$ cat src/hw/rtl/ebm_pkg.sv
package ebm_pkg;

   localparam int unsigned FUNC_W = 4;
   localparam int unsigned COST_W = 32;
   localparam int unsigned STEP_W = 17;
   localparam int unsigned LOOP_W = 14;
   localparam int unsigned CB_W = 11;
   localparam int unsigned REC_W = 7;
   localparam int unsigned BYTE_W = 32;
   localparam int unsigned CSR_DATA_W = 32;
   localparam int unsigned CSR_ADDR_W = 5;

   localparam int unsigned POLL_INTERVAL_DEFAULT = 256;

   // Hard caps applied when budgets are loaded at begin-call.
   localparam logic [STEP_W-1:0] CAP_STEP = 17'd100000;
   localparam logic [LOOP_W-1:0] CAP_LOOP = 14'd10000;
   localparam logic [CB_W-1:0] CAP_CALLBACK = 11'd1024;
   localparam logic [REC_W-1:0] CAP_RECURSION = 7'd100;

   // Register values after reset.
   localparam logic [STEP_W-1:0] STEP_QUOTA_RESET = 17'd100000;
   localparam logic [LOOP_W-1:0] LOOP_QUOTA_RESET = 14'd10000;
   localparam logic [CB_W-1:0] CALLBACK_QUOTA_RESET = 11'd1024;
   localparam logic [REC_W-1:0] RECURSION_QUOTA_RESET = 7'd100;
   localparam logic [BYTE_W-1:0] STACK_BYTE_QUOTA_RESET = 32'd65536;
   localparam logic [BYTE_W-1:0] RETAINED_BYTE_QUOTA_RESET = 32'd65536;
   localparam logic INTERRUPT_ENABLE_RESET = 1'b0;

   typedef enum logic [FUNC_W-1:0] {
      FUNC_STEP = 4'd0,
      FUNC_LOOP = 4'd1,
      FUNC_CB_BEFORE = 4'd2,
      FUNC_CB_AFTER = 4'd3,
      FUNC_ENTER = 4'd4,
      FUNC_LEAVE = 4'd5,
      FUNC_RETAINED = 4'd6,
      FUNC_BEGIN = 4'd7
   } func_type;

   typedef enum logic [1:0] {
      STATUS_OK = 2'd0,
      STATUS_LIMIT = 2'd1,
      STATUS_INTERRUPTED = 2'd2,
      STATUS_INVALID = 2'd3
   } status_type;

   typedef enum logic [1:0] {
      PHASE_NONE = 2'd0,
      PHASE_CALL = 2'd1,
      PHASE_INTERRUPT = 2'd2
   } phase_type;

   typedef enum logic [3:0] {
      REASON_NONE = 4'd0,
      REASON_STEP = 4'd1,
      REASON_LOOP = 4'd2,
      REASON_CALLBACK = 4'd3,
      REASON_RECURSION = 4'd4,
      REASON_STACK = 4'd5,
      REASON_RETAINED = 4'd6,
      REASON_INTERRUPT = 4'd7,
      REASON_ACCOUNTING = 4'd8,
      REASON_BAD_KIND = 4'd9
   } reason_type;

   typedef enum logic [2:0] {
      REG_STEP_QUOTA = 3'd0,
      REG_LOOP_QUOTA = 3'd1,
      REG_CALLBACK_QUOTA = 3'd2,
      REG_RECURSION_QUOTA = 3'd3,
      REG_STACK_BYTE_QUOTA = 3'd4,
      REG_RETAINED_BYTE_QUOTA = 3'd5,
      REG_INTERRUPT_ENABLE = 3'd6
   } reg_index_type;

   typedef struct packed {
      logic [STEP_W-1:0] step_quota;
      logic [LOOP_W-1:0] loop_quota;
      logic [CB_W-1:0] callback_quota;
      logic [REC_W-1:0] recursion_quota;
      logic [BYTE_W-1:0] stack_byte_quota;
      logic [BYTE_W-1:0] retained_byte_quota;
      logic interrupt_enable;
   } cfg_type;

   typedef struct packed {
      func_type func;
      logic [COST_W-1:0] cost;
      logic interrupt_request;
   } item_type;

   typedef struct packed {
      logic ok;
      status_type status;
      phase_type phase;
      reason_type reason;
      logic polled;
   } result_type;

endpackage

$ cat src/hw/rtl/execution_budget_monitor.sv
// A word accepted on the req_ channel is held in the input register, processed by the core
// and placed in the result register, where it waits until the receiver takes it.
// Throughput: one word per cycle while rsp_stall is low; the core updates its budget state
// in the same cycle that it processes a word, so each word sees the state left by the one before it.
// Reset (synchronous, active high): registers and budgets take their reset values and the
// sticky failure record clears. Register writes act at the next begin-call event.
module execution_budget_monitor #(
   parameter int unsigned POLL_INTERVAL = ebm_pkg::POLL_INTERVAL_DEFAULT
) (
   input  logic clock,
   input  logic reset,

   input  logic req_valid,
   output logic req_stall,
   input  logic [ebm_pkg::FUNC_W-1:0] req_func,
   input  logic [ebm_pkg::COST_W-1:0] req_cost,
   input  logic req_interrupt_request,

   output logic rsp_valid,
   input  logic rsp_stall,
   output logic rsp_ok,
   output logic [1:0] rsp_failure_status,
   output logic [1:0] rsp_failure_phase,
   output logic [3:0] rsp_failure_reason,
   output logic rsp_interrupt_polled,

   input  logic psel,
   input  logic penable,
   input  logic pwrite,
   input  logic [ebm_pkg::CSR_ADDR_W-1:0] paddr,
   input  logic [ebm_pkg::CSR_DATA_W-1:0] pwdata,
   output logic [ebm_pkg::CSR_DATA_W-1:0] prdata,
   output logic pready
);
   import ebm_pkg::*;

   // Input register: holds one word until the core can process it.
   logic in_valid_ff;
   item_type in_item_ff;

   // Result register: holds one result until the downstream side takes it.
   logic rsp_valid_ff;
   result_type rsp_ff;

   logic advance;
   logic fire;
   cfg_type cfg;
   result_type core_result;

   // The result register can load whenever it is empty or being drained this cycle.
   // The input register then moves its word into the core, which frees it for a new one,
   // so the two stages run back to back without bubbles.
   assign advance = !rsp_valid_ff || !rsp_stall;
   assign fire = in_valid_ff && advance;
   assign req_stall = in_valid_ff && !advance;

   always_ff @(posedge clock) begin
      if (reset) begin
         in_valid_ff <= 1'b0;
      end else if (!req_stall) begin
         in_valid_ff <= req_valid;
      end
   end

   // Payload registers carry no reset; the valid bits qualify them.
   always_ff @(posedge clock) begin
      if (req_valid && !req_stall) begin
         in_item_ff.func <= func_type'(req_func);
         in_item_ff.cost <= req_cost;
         in_item_ff.interrupt_request <= req_interrupt_request;
      end
   end

   always_ff @(posedge clock) begin
      if (reset) begin
         rsp_valid_ff <= 1'b0;
      end else if (advance) begin
         rsp_valid_ff <= fire;
      end
   end

   always_ff @(posedge clock) begin
      if (fire) begin
         rsp_ff <= core_result;
      end
   end

   ebm_csr u_csr (
      .clock   (clock),
      .reset   (reset),
      .psel    (psel),
      .penable (penable),
      .pwrite  (pwrite),
      .paddr   (paddr),
      .pwdata  (pwdata),
      .prdata  (prdata),
      .pready  (pready),
      .cfg     (cfg)
   );

   // The core holds all budget and failure state and updates it in the same cycle
   // that it produces the result for the word at the head of the input register.
   ebm_core #(
      .POLL_INTERVAL (POLL_INTERVAL)
   ) u_core (
      .clock  (clock),
      .reset  (reset),
      .fire   (fire),
      .item   (in_item_ff),
      .cfg    (cfg),
      .result (core_result)
   );

   assign rsp_valid = rsp_valid_ff;
   assign rsp_ok = rsp_ff.ok;
   assign rsp_failure_status = rsp_ff.status;
   assign rsp_failure_phase = rsp_ff.phase;
   assign rsp_failure_reason = rsp_ff.reason;
   assign rsp_interrupt_polled = rsp_ff.polled;

   // An accepted word means there was no failure recorded at that point.
   a_ok_clean: assert property (@(posedge clock) disable iff (reset)
      rsp_valid_ff && rsp_ff.ok |-> rsp_ff.status == STATUS_OK)
      else $error("result accepted while a failure is recorded");

   // A word that reaches the core while the result register is free or draining must come out next cycle.
   a_fire_to_rsp: assert property (@(posedge clock) disable iff (reset)
      fire |=> rsp_valid_ff)
      else $error("processed word did not reach the result register");

endmodule

$ cat src/hw/rtl/ebm_csr.sv
module ebm_csr (
   input  logic clock,
   input  logic reset,
   input  logic psel,
   input  logic penable,
   input  logic pwrite,
   input  logic [ebm_pkg::CSR_ADDR_W-1:0] paddr,
   input  logic [ebm_pkg::CSR_DATA_W-1:0] pwdata,
   output logic [ebm_pkg::CSR_DATA_W-1:0] prdata,
   output logic pready,
   output ebm_pkg::cfg_type cfg
);
   import ebm_pkg::*;

   cfg_type cfg_ff;
   cfg_type cfg_in;
   reg_index_type index;
   logic write_en;

   assign pready = 1'b1;
   assign index = reg_index_type'(paddr[CSR_ADDR_W-1:2]);
   assign write_en = psel && penable && pwrite;

   always_comb begin
      cfg_in = cfg_ff;
      prdata = '0;
      case (index)
         REG_STEP_QUOTA: begin
            prdata = CSR_DATA_W'(cfg_ff.step_quota);
            if (write_en) cfg_in.step_quota = pwdata[STEP_W-1:0];
         end
         REG_LOOP_QUOTA: begin
            prdata = CSR_DATA_W'(cfg_ff.loop_quota);
            if (write_en) cfg_in.loop_quota = pwdata[LOOP_W-1:0];
         end
         REG_CALLBACK_QUOTA: begin
            prdata = CSR_DATA_W'(cfg_ff.callback_quota);
            if (write_en) cfg_in.callback_quota = pwdata[CB_W-1:0];
         end
         REG_RECURSION_QUOTA: begin
            prdata = CSR_DATA_W'(cfg_ff.recursion_quota);
            if (write_en) cfg_in.recursion_quota = pwdata[REC_W-1:0];
         end
         REG_STACK_BYTE_QUOTA: begin
            prdata = CSR_DATA_W'(cfg_ff.stack_byte_quota);
            if (write_en) cfg_in.stack_byte_quota = pwdata[BYTE_W-1:0];
         end
         REG_RETAINED_BYTE_QUOTA: begin
            prdata = CSR_DATA_W'(cfg_ff.retained_byte_quota);
            if (write_en) cfg_in.retained_byte_quota = pwdata[BYTE_W-1:0];
         end
         REG_INTERRUPT_ENABLE: begin
            prdata = CSR_DATA_W'(cfg_ff.interrupt_enable);
            if (write_en) cfg_in.interrupt_enable = pwdata[0];
         end
         default: begin
            prdata = '0;
         end
      endcase
   end

   always_ff @(posedge clock) begin
      if (reset) begin
         cfg_ff.step_quota <= STEP_QUOTA_RESET;
         cfg_ff.loop_quota <= LOOP_QUOTA_RESET;
         cfg_ff.callback_quota <= CALLBACK_QUOTA_RESET;
         cfg_ff.recursion_quota <= RECURSION_QUOTA_RESET;
         cfg_ff.stack_byte_quota <= STACK_BYTE_QUOTA_RESET;
         cfg_ff.retained_byte_quota <= RETAINED_BYTE_QUOTA_RESET;
         cfg_ff.interrupt_enable <= INTERRUPT_ENABLE_RESET;
      end else begin
         cfg_ff <= cfg_in;
      end
   end

   assign cfg = cfg_ff;

endmodule

$ cat src/hw/rtl/ebm_core.sv
module ebm_core #(
   parameter int unsigned POLL_INTERVAL = ebm_pkg::POLL_INTERVAL_DEFAULT
) (
   input  logic clock,
   input  logic reset,
   input  logic fire,
   input  ebm_pkg::item_type item,
   input  ebm_pkg::cfg_type cfg,
   output ebm_pkg::result_type result
);
   import ebm_pkg::*;

   localparam int unsigned CntW = (POLL_INTERVAL > 1) ? $clog2(POLL_INTERVAL) : 1;
   localparam logic [CntW:0] PollLimit = POLL_INTERVAL[CntW:0];

   logic [STEP_W-1:0] steps_remaining_ff, steps_remaining_in;
   logic [LOOP_W-1:0] loops_remaining_ff, loops_remaining_in;
   logic [CB_W-1:0] callbacks_remaining_ff, callbacks_remaining_in;
   logic [REC_W-1:0] recursion_remaining_ff, recursion_remaining_in;
   logic [REC_W-1:0] recursion_limit_ff, recursion_limit_in;
   logic [BYTE_W-1:0] stack_remaining_ff, stack_remaining_in;
   logic [BYTE_W-1:0] stack_limit_ff, stack_limit_in;
   logic [BYTE_W-1:0] retained_limit_ff, retained_limit_in;
   logic poll_enabled_ff, poll_enabled_in;
   logic [CntW-1:0] poll_count_ff, poll_count_in;
   status_type sticky_status_ff, sticky_status_in;
   phase_type sticky_phase_ff, sticky_phase_in;
   reason_type sticky_reason_ff, sticky_reason_in;

   logic [CntW:0] poll_room;
   logic do_poll;
   logic fail_now;
   logic polled;
   logic ok;
   status_type fail_status;
   phase_type fail_phase;
   reason_type fail_reason;

   assign poll_room = PollLimit - {1'b0, poll_count_ff};

   always_comb begin
      steps_remaining_in = steps_remaining_ff;
      loops_remaining_in = loops_remaining_ff;
      callbacks_remaining_in = callbacks_remaining_ff;
      recursion_remaining_in = recursion_remaining_ff;
      recursion_limit_in = recursion_limit_ff;
      stack_remaining_in = stack_remaining_ff;
      stack_limit_in = stack_limit_ff;
      retained_limit_in = retained_limit_ff;
      poll_enabled_in = poll_enabled_ff;
      poll_count_in = poll_count_ff;
      sticky_status_in = sticky_status_ff;
      sticky_phase_in = sticky_phase_ff;
      sticky_reason_in = sticky_reason_ff;
      do_poll = 1'b0;
      fail_now = 1'b0;
      polled = 1'b0;
      ok = 1'b1;
      fail_status = STATUS_LIMIT;
      fail_phase = PHASE_CALL;
      fail_reason = REASON_NONE;

      if (fire) begin
         if (item.func == FUNC_BEGIN) begin
            // Reload every budget from the registers and drop any failure.
            steps_remaining_in = (cfg.step_quota > CAP_STEP) ? CAP_STEP : cfg.step_quota;
            loops_remaining_in = (cfg.loop_quota > CAP_LOOP) ? CAP_LOOP : cfg.loop_quota;
            callbacks_remaining_in = (cfg.callback_quota > CAP_CALLBACK) ?
                                     CAP_CALLBACK : cfg.callback_quota;
            recursion_remaining_in = (cfg.recursion_quota > CAP_RECURSION) ?
                                     CAP_RECURSION : cfg.recursion_quota;
            recursion_limit_in = recursion_remaining_in;
            stack_remaining_in = cfg.stack_byte_quota;
            stack_limit_in = cfg.stack_byte_quota;
            retained_limit_in = cfg.retained_byte_quota;
            poll_enabled_in = cfg.interrupt_enable;
            poll_count_in = '0;
            sticky_status_in = STATUS_OK;
            sticky_phase_in = PHASE_NONE;
            sticky_reason_in = REASON_NONE;
         end else if (sticky_status_ff != STATUS_OK) begin
            ok = 1'b0;
         end else begin
            case (item.func)
               FUNC_STEP: begin
                  if (BYTE_W'(steps_remaining_ff) < item.cost) begin
                     fail_now = 1'b1;
                     fail_reason = REASON_STEP;
                  end else begin
                     steps_remaining_in = steps_remaining_ff - item.cost[STEP_W-1:0];
                     if (item.cost >= COST_W'(poll_room)) begin
                        poll_count_in = '0;
                        do_poll = 1'b1;
                     end else begin
                        poll_count_in = poll_count_ff + item.cost[CntW-1:0];
                     end
                  end
               end
               FUNC_LOOP: begin
                  if (COST_W'(loops_remaining_ff) < item.cost) begin
                     fail_now = 1'b1;
                     fail_reason = REASON_LOOP;
                  end else begin
                     loops_remaining_in = loops_remaining_ff - item.cost[LOOP_W-1:0];
                     do_poll = 1'b1;
                  end
               end
               FUNC_CB_BEFORE: begin
                  if (COST_W'(callbacks_remaining_ff) < item.cost) begin
                     fail_now = 1'b1;
                     fail_reason = REASON_CALLBACK;
                  end else begin
                     callbacks_remaining_in = callbacks_remaining_ff - item.cost[CB_W-1:0];
                     do_poll = 1'b1;
                  end
               end
               FUNC_CB_AFTER: begin
                  do_poll = 1'b1;
               end
               FUNC_ENTER: begin
                  if (recursion_remaining_ff == '0) begin
                     fail_now = 1'b1;
                     fail_reason = REASON_RECURSION;
                  end else if (stack_remaining_ff < item.cost) begin
                     fail_now = 1'b1;
                     fail_reason = REASON_STACK;
                  end else begin
                     recursion_remaining_in = recursion_remaining_ff - 1'b1;
                     stack_remaining_in = stack_remaining_ff - item.cost;
                     do_poll = 1'b1;
                  end
               end
               FUNC_LEAVE: begin
                  // The frame being released must fit inside what was charged.
                  if ((item.cost > stack_limit_ff) ||
                      (recursion_remaining_ff >= recursion_limit_ff) ||
                      (stack_remaining_ff > (stack_limit_ff - item.cost))) begin
                     fail_now = 1'b1;
                     fail_status = STATUS_INVALID;
                     fail_reason = REASON_ACCOUNTING;
                  end else begin
                     recursion_remaining_in = recursion_remaining_ff + 1'b1;
                     stack_remaining_in = stack_remaining_ff + item.cost;
                  end
               end
               FUNC_RETAINED: begin
                  if (item.cost > retained_limit_ff) begin
                     fail_now = 1'b1;
                     fail_reason = REASON_RETAINED;
                  end
               end
               default: begin
                  fail_now = 1'b1;
                  fail_status = STATUS_INVALID;
                  fail_reason = REASON_BAD_KIND;
               end
            endcase

            if (do_poll && poll_enabled_ff) begin
               polled = 1'b1;
               if (item.interrupt_request) begin
                  fail_now = 1'b1;
                  fail_status = STATUS_INTERRUPTED;
                  fail_phase = PHASE_INTERRUPT;
                  fail_reason = REASON_INTERRUPT;
               end
            end

            if (fail_now) begin
               ok = 1'b0;
               sticky_status_in = fail_status;
               sticky_phase_in = fail_phase;
               sticky_reason_in = fail_reason;
            end
         end
      end

      result.ok = ok;
      result.status = sticky_status_in;
      result.phase = sticky_phase_in;
      result.reason = sticky_reason_in;
      result.polled = polled;
   end

   always_ff @(posedge clock) begin
      if (reset) begin
         steps_remaining_ff <= STEP_QUOTA_RESET;
         loops_remaining_ff <= LOOP_QUOTA_RESET;
         callbacks_remaining_ff <= CALLBACK_QUOTA_RESET;
         recursion_remaining_ff <= RECURSION_QUOTA_RESET;
         recursion_limit_ff <= RECURSION_QUOTA_RESET;
         stack_remaining_ff <= STACK_BYTE_QUOTA_RESET;
         stack_limit_ff <= STACK_BYTE_QUOTA_RESET;
         retained_limit_ff <= RETAINED_BYTE_QUOTA_RESET;
         poll_enabled_ff <= INTERRUPT_ENABLE_RESET;
         poll_count_ff <= '0;
         sticky_status_ff <= STATUS_OK;
         sticky_phase_ff <= PHASE_NONE;
         sticky_reason_ff <= REASON_NONE;
      end else begin
         steps_remaining_ff <= steps_remaining_in;
         loops_remaining_ff <= loops_remaining_in;
         callbacks_remaining_ff <= callbacks_remaining_in;
         recursion_remaining_ff <= recursion_remaining_in;
         recursion_limit_ff <= recursion_limit_in;
         stack_remaining_ff <= stack_remaining_in;
         stack_limit_ff <= stack_limit_in;
         retained_limit_ff <= retained_limit_in;
         poll_enabled_ff <= poll_enabled_in;
         poll_count_ff <= poll_count_in;
         sticky_status_ff <= sticky_status_in;
         sticky_phase_ff <= sticky_phase_in;
         sticky_reason_ff <= sticky_reason_in;
      end
   end

   a_sticky_clean: assert property (@(posedge clock) disable iff (reset)
      sticky_status_ff == STATUS_OK |->
         sticky_phase_ff == PHASE_NONE && sticky_reason_ff == REASON_NONE)
      else $error("failure phase or reason set without a failure status");

   a_poll_count_range: assert property (@(posedge clock) disable iff (reset)
      32'(poll_count_ff) < POLL_INTERVAL)
      else $error("step poll count reached the poll interval");

   a_recursion_bound: assert property (@(posedge clock) disable iff (reset)
      recursion_remaining_ff <= recursion_limit_ff && stack_remaining_ff <= stack_limit_ff)
      else $error("released more recursion depth or stack than was charged");

endmodule

$ cat config.mk
export PLATFORM = sky130hd
export DESIGN_NAME = execution_budget_monitor
export DESIGN_NICKNAME = d
export VERILOG_FILES = /design/src/hw/rtl/ebm_pkg.sv /design/src/hw/rtl/execution_budget_monitor.sv /design/src/hw/rtl/ebm_csr.sv /design/src/hw/rtl/ebm_core.sv
export SDC_FILE = /design/constraint.sdc
export NUM_CORES = 1
export LEC_CHECK = 0
export BUFFER_PORTS_ARGS = -buffer_cell sky130_fd_sc_hd__buf_2
export CORE_MARGIN = 5
export CORE_UTILIZATION = 60
export DETAILED_ROUTE_END_ITERATION = 7
export GPL_ROUTABILITY_DRIVEN = 0
export GPL_TIMING_DRIVEN = 0
export PLACE_DENSITY = 0.79
export SETUP_SLACK_MARGIN = 0.15
export SYNTH_ARGS = -nofsm -noshare
export SYNTH_HDL_FRONTEND = slang
export SYNTH_SLANG_ARGS = --single-unit
$ cat constraint.sdc
create_clock -name clock -period 6.1 [get_ports clock]
set_input_delay 1.22 -clock clock [delete_from_list [all_inputs] [get_ports clock]]
set_output_delay 1.22 -clock clock [all_outputs]
set_load 0.01 [all_outputs]
Yosys cells after proc, flatten, opt, wreduce, memory -nomap -nowiden
Index checks and enable logic that the tools add are counted.

operators by class
  reductions and logical operators = 35
  order comparisons = 13
  equal/unequal tests = 20
  $add $sub $neg = 10
  muxes and demuxes = 88

operators by type and width
  operator                                        number
  case mux 32 bit (7 select lines)                1
  2-to-1 mux 32 bit                               5
  > comparator 32 bit                             3
  2-to-1 mux 17 bit                               5
  2-to-1 mux 14 bit                               5
  case mux 32 bit (2 select lines)                1
  subtractor 32 bit                               2
  2-to-1 mux 11 bit                               5
  2-to-1 mux 7 bit                                6
  2-to-1 mux 8 bit                                5
  adder 32 bit                                    1
  >= comparator 32 x 9 -> 1 bit                   1
  less-than comparator 11 x 32 -> 1 bit           1
  less-than comparator 14 x 32 -> 1 bit           1
  less-than comparator 17 x 32 -> 1 bit           1
  less-than comparator 32 bit                     1
  2-to-1 mux 4 bit                                8
  2-to-1 mux 2 bit                                15
  case mux 4 bit (7 select lines)                 1
  2-to-1 mux 1 bit                                25
  > comparator 17 bit (second input constant)     1
  subtractor 17 bit                               1
  == test 4 x 3 -> 1 bit (second input constant)  4
  AND reduction 2 bit                             8
  other kinds (34)                                59

word-level totals
  input port bits = 81
  output and inout port bits = 45
  logic and storage cells = 196
  register bits = 332

Logic depth before layout (Yosys ltp)
Gate-level depths: netlist of the first run.

  depth in word-level cells = 17
  depth in mapped cells = 27

Modules after synthesis
Synthesis of the first run repeated with hierarchy kept, for this count alone.

second synthesis, totals
  cell total of the unflattened synthesis = 2838
  area total of the unflattened synthesis = 22892.0 µm²

modules (own cells, without submodules)
  module                    cells each  times used  sequential area each (µm²)  area an instance (µm²)
  ebm_core                  2158        1           3383.2                      16015.4
  ebm_csr                   623         1           2282.2                      5378.9
  execution_budget_monitor  57          1           1451.4                      1497.7

Worst setup path after synthesis of the first run
No wires, ideal clock.

  kind = register to register
  from = register in_item_ff[2] in the netlist's numbering
  to = register u_core.stack_remaining_ff[29]
  arrival time = 5347 ps
  stages on the path, launching flop included = 26
  required time = 5978 ps
  period minus slack after synthesis = 5469 ps
  slack = 631 ps
  cell sequence = edfxtp_1 inv_1 ha_1 nor2b_1 o31a_1 nor3_1 o31ai_1 a2111oi_0 o21ai_0 a31oi_1 o21ba_2 o21bai_1 a21oi_1 xor2_1 ha_1 a21o_1 a21oi_1 nor2b_1 a211oi_1 o21ai_0 a22oi_1 nand3_1 a211oi_4 buf_2 nor3b_1 a311o_1

between the ends
  longest elaborated chain between the ends = 6
  elaborated cells on any way between the ends = 17
  those cells by class = add/sub (3); order compare (3); eq/ne (2); mux (6); reduce/logical (3)

ends and longest elaborated chain
  what                                                                       RTL line                        text
  from (decl)                                                                execution_budget_monitor.sv:39  item_type in_item_ff;
  parallel branches: the longest is 6 deep, another holds subtractor 32 bit  -
  to (signal assigned)                                                       ebm_core.sv:206                 stack_remaining_ff <= stack_remaining_in;
  to (decl)                                                                  ebm_core.sv:21                  logic [BYTE_W-1:0] stack_remaining_ff, stack_remaining_in;

Several ways; the timed one is not identified. The select of a mux whose other input is x is not followed.
A chain may end at the register's enable or synchronous reset.

Worst setup path in the final report of the first run
  from = register in_item_ff[17] in the netlist's numbering
  to = register u_core.stack_remaining_ff[0]

between the ends
  longest elaborated chain between the ends = 5
  elaborated cells on any way between the ends = 9
  those cells by class = add/sub (1); order compare (3); eq/ne (2); reduce/logical (3)

ends and longest elaborated chain
  what                                                             RTL line                          text
  subtractor 32 bit / > comparator 32 bit (equally long branches)  ebm_core.sv:137, ebm_core.sv:135
  > comparator 32 bit / logical OR 1 bit (equally long branches)   ebm_core.sv:137, ebm_core.sv:135
  logical OR 1 bit                                                 ebm_core.sv:136                   (recursion_remaining_ff >= recursion_limit_ff) ||
  inequality test 3 x 2 -> 1 bit (no line)                         -
  AND reduction 6 bit (no line) (*)                                -

Every way passes the cells marked *; elsewhere a longest branch is shown, timed or not.

==> out/metrics.yaml, run 1 <==
run_status: "finished, final reports clean"
finalNetCount: 3304
antenna_violating_nets_post_route: 0
die_h_um: 203
maxSlewViolCount: 0
worstRegToRegCells: 25
floorplan.die_area_um2: 41300
yosys_most_used_dff: "sky130_fd_sc_hd__dfxtp_1"
worst_skew_pair.late_latency_ns: 0.58
grt_setup_unrepaired: "true"
drt_iter0_markers: 2963
tmin_final_ns: 5.85
totalWireLength_um: 81500
critPathLaunchType: "register"
clock_sinks: 332
synth_cell_type_count: 89
timing.critical_path.max_delay_family: "compound AO/OA/AOI/OAI gates"
synthesis.area_um2: 22400
yosysWarningCount: 0
globalRouteOverflowTotal: 0
seq_area_frac_synth_pct: 31.8
n_fill_cell: 3001
setup.worst_path.class: "register to register"
highest_clock_frequency_the_design_can_meet_mhz: 171
critPathSlowestCell: "sky130_fd_sc_hd__edfxtp_1"
timing.final.crit_share_pct: 95.9
via_count_of_the_first_global_routing_pass: 22300
synth-edff-count: 47
synth_largest_type_area_fraction_pct: 25.5
power.static_leakage_nw: 10.5
final_setup_tns_ns: 0
fp.dieW_um: 203
final_cell_mix: "sky130_fd_sc_hd__nand2_1, sky130_fd_sc_hd__a21oi_1, sky130_fd_sc_hd__dfxtp_1"
rows: 70
detailed_place_hpwl_um: 62000
crit-reg2reg-launch: "in_item_ff[17]"
final_common_cell: "sky130_fd_sc_hd__nand2_1"
grt_use_total_pct: 37.8
io-pin-count: 126
critPathCaptureType: "register"
worstPathArrival_ns: 6.27
synth_cells: 2794
net_count_synth: 3113
max_slew_headroom_at_the_worst_pin_pct: 20.1
cp_max_fo: 10
grt_start_max_net_pins: 26
startpoint: "in_item_ff[17]"
timing.hold.worst_endpoint: "u_core.recursion_limit_ff[3]"
clock_tree_skew_after_final_layout_ns: 0.0252
detail_route.vias_per_cell: 6.62
final_cells: 3484
detailroute.via_count: 23100
hold_violations_final: 0
post_cts_hold_buffer_count: 0
synth.area.top_cells: "sky130_fd_sc_hd__dfxtp_1, sky130_fd_sc_hd__ha_1, sky130_fd_sc_hd__a21oi_1, sky130_fd_sc_hd__nand2_1, sky130_fd_sc_hd__edfxtp_1"
transition_time_at_the_pin_with_the_least_slew_margin_ns: 1.20
asyncSetResetFlopFracSynth_pct: 0
origin_of_the_worst_min_delay_path: "u_core.recursion_limit_ff[3]"
multi_input_comb_area_um2: 14300
hold-worst-slack_ns: 0.454
worstHoldPathType: "register to register"
place.detailed.instances: 3383
peakVddDrop_mv: 0.224
placement.cell_area_um2: 23600
firstDrtPassIters: 8
critical_path.reg2reg.endpoint: "u_core.stack_remaining_ff[0]"
netlist.top_cell.by_area: "sky130_fd_sc_hd__dfxtp_1"
crit_path_max_incr_delay_ns: 0.52
buffer_ports.inserted: 120
ys_ff_latch: 332
worst-r2r-setup-slack_ns: 0.25
critPathRequiredTime_ns: 6.52
area_growth_syn_to_layout_pct: 13.3
cts.clk_slew.worst_paths_ns: 0.06
initial_antenna_violation_count: 1
hold_path_depth: 2
critical_path.n_buffers_inverters: 4
ctsLongestPathBuffers: 3
drive_gt1_share_pct: 10.2
power-per-cell-area_nw_per_um2: 217
finish.instance_area_um2: 25400
cts_tree: "done"
cts_buffers: 38
floorplan.initialDensity_pct: 60.9
final-setup-viol-count: 0
regArea_um2: 7120
design.core.area_um2: 36800
grt_first_pass_wirelength_um: 123000
cts.root.buffer_cell: "sky130_fd_sc_hd__clkbuf_16"
drt_drc_violations_left: 0
max_cap_viol_count: 0
post_drt_wl_per_cell_um: 23.4
mean_syn_cell_area_um2: 8.02
h-tree-depth: 2
-- area by class of cell --
class | instances | area share [%]
antenna | 2 | 0.0197
buffer | 140 | 2.29
clock buffer | 52 | 4.23
clock inverter | 17 | 1.03
inverter | 153 | 2.30
multi-input combinational | 2169 | 56.4
sequential | 332 | 28.0
tap | 468 | 2.31
timing repair buffer | 151 | 3.35
-- layer usage --
layer  global-route usage, %  wire length (µm)
met2                    57.8             34300
met3                    10.4             11400
met4                    21.9              5510
met1                    48.1             30200
met5                       0                 0
-- synthesized netlist by cell type (all sizes together), types with 42 or more instances --
cell,number
dfxtp,285
clkbuf,117
nor2,228
nor3,48
o21ai,112
nand2,423
a21o,68
xnor2,65
ha,230
a21oi,330
edfxtp,47
a211oi,46
inv,152
mux2i,42
-- worst register-to-register path: cells and delay by family (launching register included) --
kind                     cells  cell delay [ns]
buffers and inverters        4             0.87
XOR/XNOR                     1             0.09
adder cells (fa/ha/maj)      2             0.72
AND/OR/NAND/NOR              7             0.96
flip-flops                   1             0.52
AO/OA/AOI/OAI               11             2.56
-- power breakdown --
part           internal, mW  switching (mW)
Combinational         0.264           0.458
Clock                  1.46            1.01
Sequential             2.26          0.0460
Total                  3.98            1.52
-- per-stage QoR --
step	utilization [%]	setup slack [ns]	total power, mW
after floorplan	-	0.631	2.78
after global placement	64.1	-1.32	2.99
after detailed placement	64.2	-1.45	3.01
after CTS	68.5	0.152	5.45
after global routing	69.0	0.0443	5.64
final	69.0	0.251	5.50
-- flip-flops by register name (all words and copies together) (netlist names), 2 cells and up --
register and flops:
in_item_ff 37, rsp_failure_phase 2, rsp_failure_reason 4, rsp_failure_status 2, u_core.callbacks_remaining_ff 11, u_core.loops_remaining_ff 14
u_core.poll_count_ff 8, u_core.recursion_limit_ff 7, u_core.recursion_remaining_ff 7, u_core.retained_limit_ff 32, u_core.stack_limit_ff 32, u_core.stack_remaining_ff 32
u_core.steps_remaining_ff 17, u_core.sticky_phase_ff 2, u_core.sticky_reason_ff 4, u_core.sticky_status_ff 2, u_csr.cfg 114
-- timing repair --
item	4_1_cts	5_1_grt
setup buffers	15	15
endpoints found under the setup margin	56	56
gates resized for setup	24	29
pin swaps	4	12
-- worst max-delay path by stage --
| stage | to | slack, ns | depth (start not counted) |
|---|---|---|---|
| 2_1_floorplan | u_core.stack_remaining_ff[29] | 0.63 | 25 |
| 3_3_place_gp | u_core.stack_remaining_ff[20] | -1.32 | 23 |
| 3_5_place_dp | u_core.stack_remaining_ff[20] | -1.45 | 23 |
| 4_1_cts | u_core.stack_remaining_ff[20] | 0.15 | 24 |
| 5_1_grt | u_core.stack_remaining_ff[10] | 0.04 | 27 |
| 6_report | u_core.stack_remaining_ff[0] | 0.25 | 25 |
-- kinds of logic after synthesis --
group,Yosys count,share of synthesized area (%)
muxes,59,3.03
and+or+nand+nor,962,19.5
DFF,332,31.8
adders and majority gates,238,13.6
AOI/OAI and AO/OA,806,23.1
other,1,0.0167
xor gates and xnor gates,103,4.03
buffers and inverters,293,5.04
Power figures use the tool's default switching activity.
==> run 2: changes to the inputs <==
==> constraint.sdc (replaced) <==
create_clock -name clock -period 5.8 [get_ports clock]
set_input_delay 1.16 -clock clock [delete_from_list [all_inputs] [get_ports clock]]
set_output_delay 1.16 -clock clock [all_outputs]
set_load 0.01 [all_outputs]
==> run 2 against run 1 <==
Compared with the run above: the flow now finishes with violations (negative setup slack); sequential cell count is the same; register-to-register slack got worse by 0.29 ns; combinational power grew 8.0%; design area increased by 1.9%; via count rose by 1.1%; global-route usage increased by 0.10 points; critical path type unchanged.
==> out/metrics.yaml, run 2 (synthesis gave the netlist of run 1 again) <==
hold-worst-slack_ns: 0.456  # +0.00192 ns
antenna_violating_nets_post_route: 0  # unchanged
n_fill_cell: 2912  # -3.0%
area_growth_syn_to_layout_pct: 15.4
final_common_cell: "sky130_fd_sc_hd__nand2_1"
peakVddDrop_mv: 0.235  # +5.0%
via_count_of_the_first_global_routing_pass: 22300  # +0.24%
grt_start_max_net_pins: 26  # unchanged
cts_buffers: 38  # unchanged
violated_checks: "negative setup slack"
power.static_leakage_nw: 10.7  # +1.8%
worst_skew_pair.late_latency_ns: 0.59  # about the same
ctsLongestPathBuffers: 3  # unchanged
design.core.area_um2: 36800  # unchanged
die_h_um: 203  # unchanged
critPathLaunchType: "register"
met3_usage_pct: 10.2  # -0.16 points
run_status: "finished with violations"
clock_tree_skew_after_final_layout_ns: 0.0284  # +0.00312 ns
final_cell_mix: "sky130_fd_sc_hd__nand2_1, sky130_fd_sc_hd__a21oi_1, sky130_fd_sc_hd__dfxtp_1"
transition_time_at_the_pin_with_the_least_slew_margin_ns: 1.23  # +0.0313 ns
grt_first_pass_wirelength_um: 123000  # +0.27%
cts_tree: "done"
critical_path.n_buffers_inverters: 6  # +2
grt_busiest_layer: "met2"
clock_sinks: 332  # unchanged
post_cts_hold_buffer_count: 0  # unchanged
maxSlewViolCount: 0  # unchanged
post_drt_wl_per_cell_um: 23.9  # +2.1%
hold_violations_final: 0  # unchanged
drive_gt1_share_pct: 11.3  # +1.1 points
final_setup_tns_ns: -0.110  # -0.110 ns
io-pin-count: 126  # unchanged
floorplan.initialDensity_pct: 60.9  # unchanged
cts.root.buffer_cell: "sky130_fd_sc_hd__clkbuf_16"
timing.final.crit_share_pct: 101  # +4.7 points
global_route.usage.met1_pct: 48.4  # +0.30 points
cp_max_fo: 5  # -5
worstHoldPathType: "register to register"
buffer_ports.inserted: 120  # unchanged
timing.critical_path.max_delay_family: "compound AO/OA/AOI/OAI gates"
rows: 70  # unchanged
critPathSlowestCell: "sky130_fd_sc_hd__edfxtp_1"
worstPathArrival_ns: 6.32  # +0.05 ns
placement.cell_area_um2: 23600  # unchanged
firstDrtPassIters: 8  # unchanged
critPathCaptureType: "register"
detailroute.via_count: 23300  # +1.1%
max_cap_viol_count: 0  # unchanged
highest_clock_frequency_the_design_can_meet_mhz: 171  # +0.22%
final-setup-viol-count: 8  # +8
drt_iter0_markers: 3247  # +9.6%
cts.clk_slew.worst_paths_ns: 0.06  # about the same
power.total_mw: 5.81  # +5.6%
crit_path_max_incr_delay_ns: 0.52  # about the same
initial_antenna_violation_count: 2  # +1
power-per-cell-area_nw_per_um2: 225  # +3.7%
finalNetCount: 3326  # +0.67%
drt_drc_violations_left: 0  # unchanged
finish.instance_area_um2: 25900  # +1.9%
setup.worst_path.class: "register to register"
critPathRequiredTime_ns: 6.29  # -0.23 ns
detailed_place_hpwl_um: 62000  # unchanged
max_slew_headroom_at_the_worst_pin_pct: 18.0  # -2.1 points
detail_route.vias_per_cell: 6.65  # +0.45%
globalRouteOverflowTotal: 0  # unchanged
dp_worst_setup_slack_ns: -1.75  # -0.300 ns
fp.dieW_um: 203  # unchanged
largest_reg_flops: 114  # unchanged
totalWireLength_um: 83700  # +2.7%
grt_setup_unrepaired: "true"
grt.met2_usage_pct: 58.1  # +0.23 points
finalWorstSetupSlack_ns: -0.0360  # -0.287 ns
tmin_final_ns: 5.84  # -0.0129 ns
floorplan.die_area_um2: 41300  # unchanged
h-tree-depth: 2  # unchanged
grt_use_total_pct: 37.9  # +0.10 points
[run 2: changes by cell type in the layout (fill, tap and decap cells not counted), sizes merged]
cell    change
clkbuf      +5
buf        +17
[run 2: cell type report]
type,instances,area [µm²],share of cell area [%]
plain buffers,140,656,2.54
clock inverters,17,260,1.01
clock buffers,52,1070,4.15
flip-flops and latches,332,7120,27.5
diodes,2,5.00,0.0194
well taps,468,586,2.26
inverters,153,584,2.26
repair buffers,173,1150,4.47
multi-input cells,2169,14400,55.8
[run 2: worst register-to-register path: cells and delay by family, from the launching register on]
family                     cells  cell delay (ns)
AOI/OAI and AO/OA             10             2.30
and+or+nand+nor                6             1.04
buffers and inverters          6             1.04
DFF                            1             0.52
xor gates and xnor gates       1             0.13
adders and majority gates      2             0.74
[run 2: what timing repair did]
action                                  in CTS  in global routing
resized for setup                           36                 61
setup buffers                               21                 26
pin swaps                                   11                 31
cloned                                       0                  5
endpoints found under the setup margin      56                 56
[run 2: metal layers]
layer	vias up	part of all wire [%]
met5	-	0
met4	0	7.2
li1	10300	-
met2	1808	42
met3	442	15
met1	10700	36
[run 2: metrics by stage]
step,util [%],std cells
after CTS,68.7,3473
final,70.3,3506
after global placement,64.1,3382
after floorplan,-,2794
after global routing,70.3,3505
after detailed placement,64.2,3383
[run 2: power by group]
| part | switching, mW | internal (mW) | total, mW | leakage [nW] |
|---|---|---|---|---|
| registers | 0.0481 | 2.37 | 2.42 | 2.76 |
| clock network | 1.07 | 1.54 | 2.61 | 0.655 |
| logic | 0.492 | 0.288 | 0.780 | 7.26 |
| total | 1.61 | 4.20 | 5.81 | 10.7 |
[run 2: worst paths after layout]
path | from | end | slack (ns) | cells past startpoint
max | in_item_ff[17] | u_core.stack_remaining_ff[23] | -0.04 | 25
min | u_core.recursion_limit_ff[4] | u_core.recursion_limit_ff[4] | 0.46 | 2
max reg2reg | in_item_ff[17] | u_core.stack_remaining_ff[23] | -0.04 | 25
min reg2reg | u_core.recursion_limit_ff[4] | u_core.recursion_limit_ff[4] | 0.46 | 2
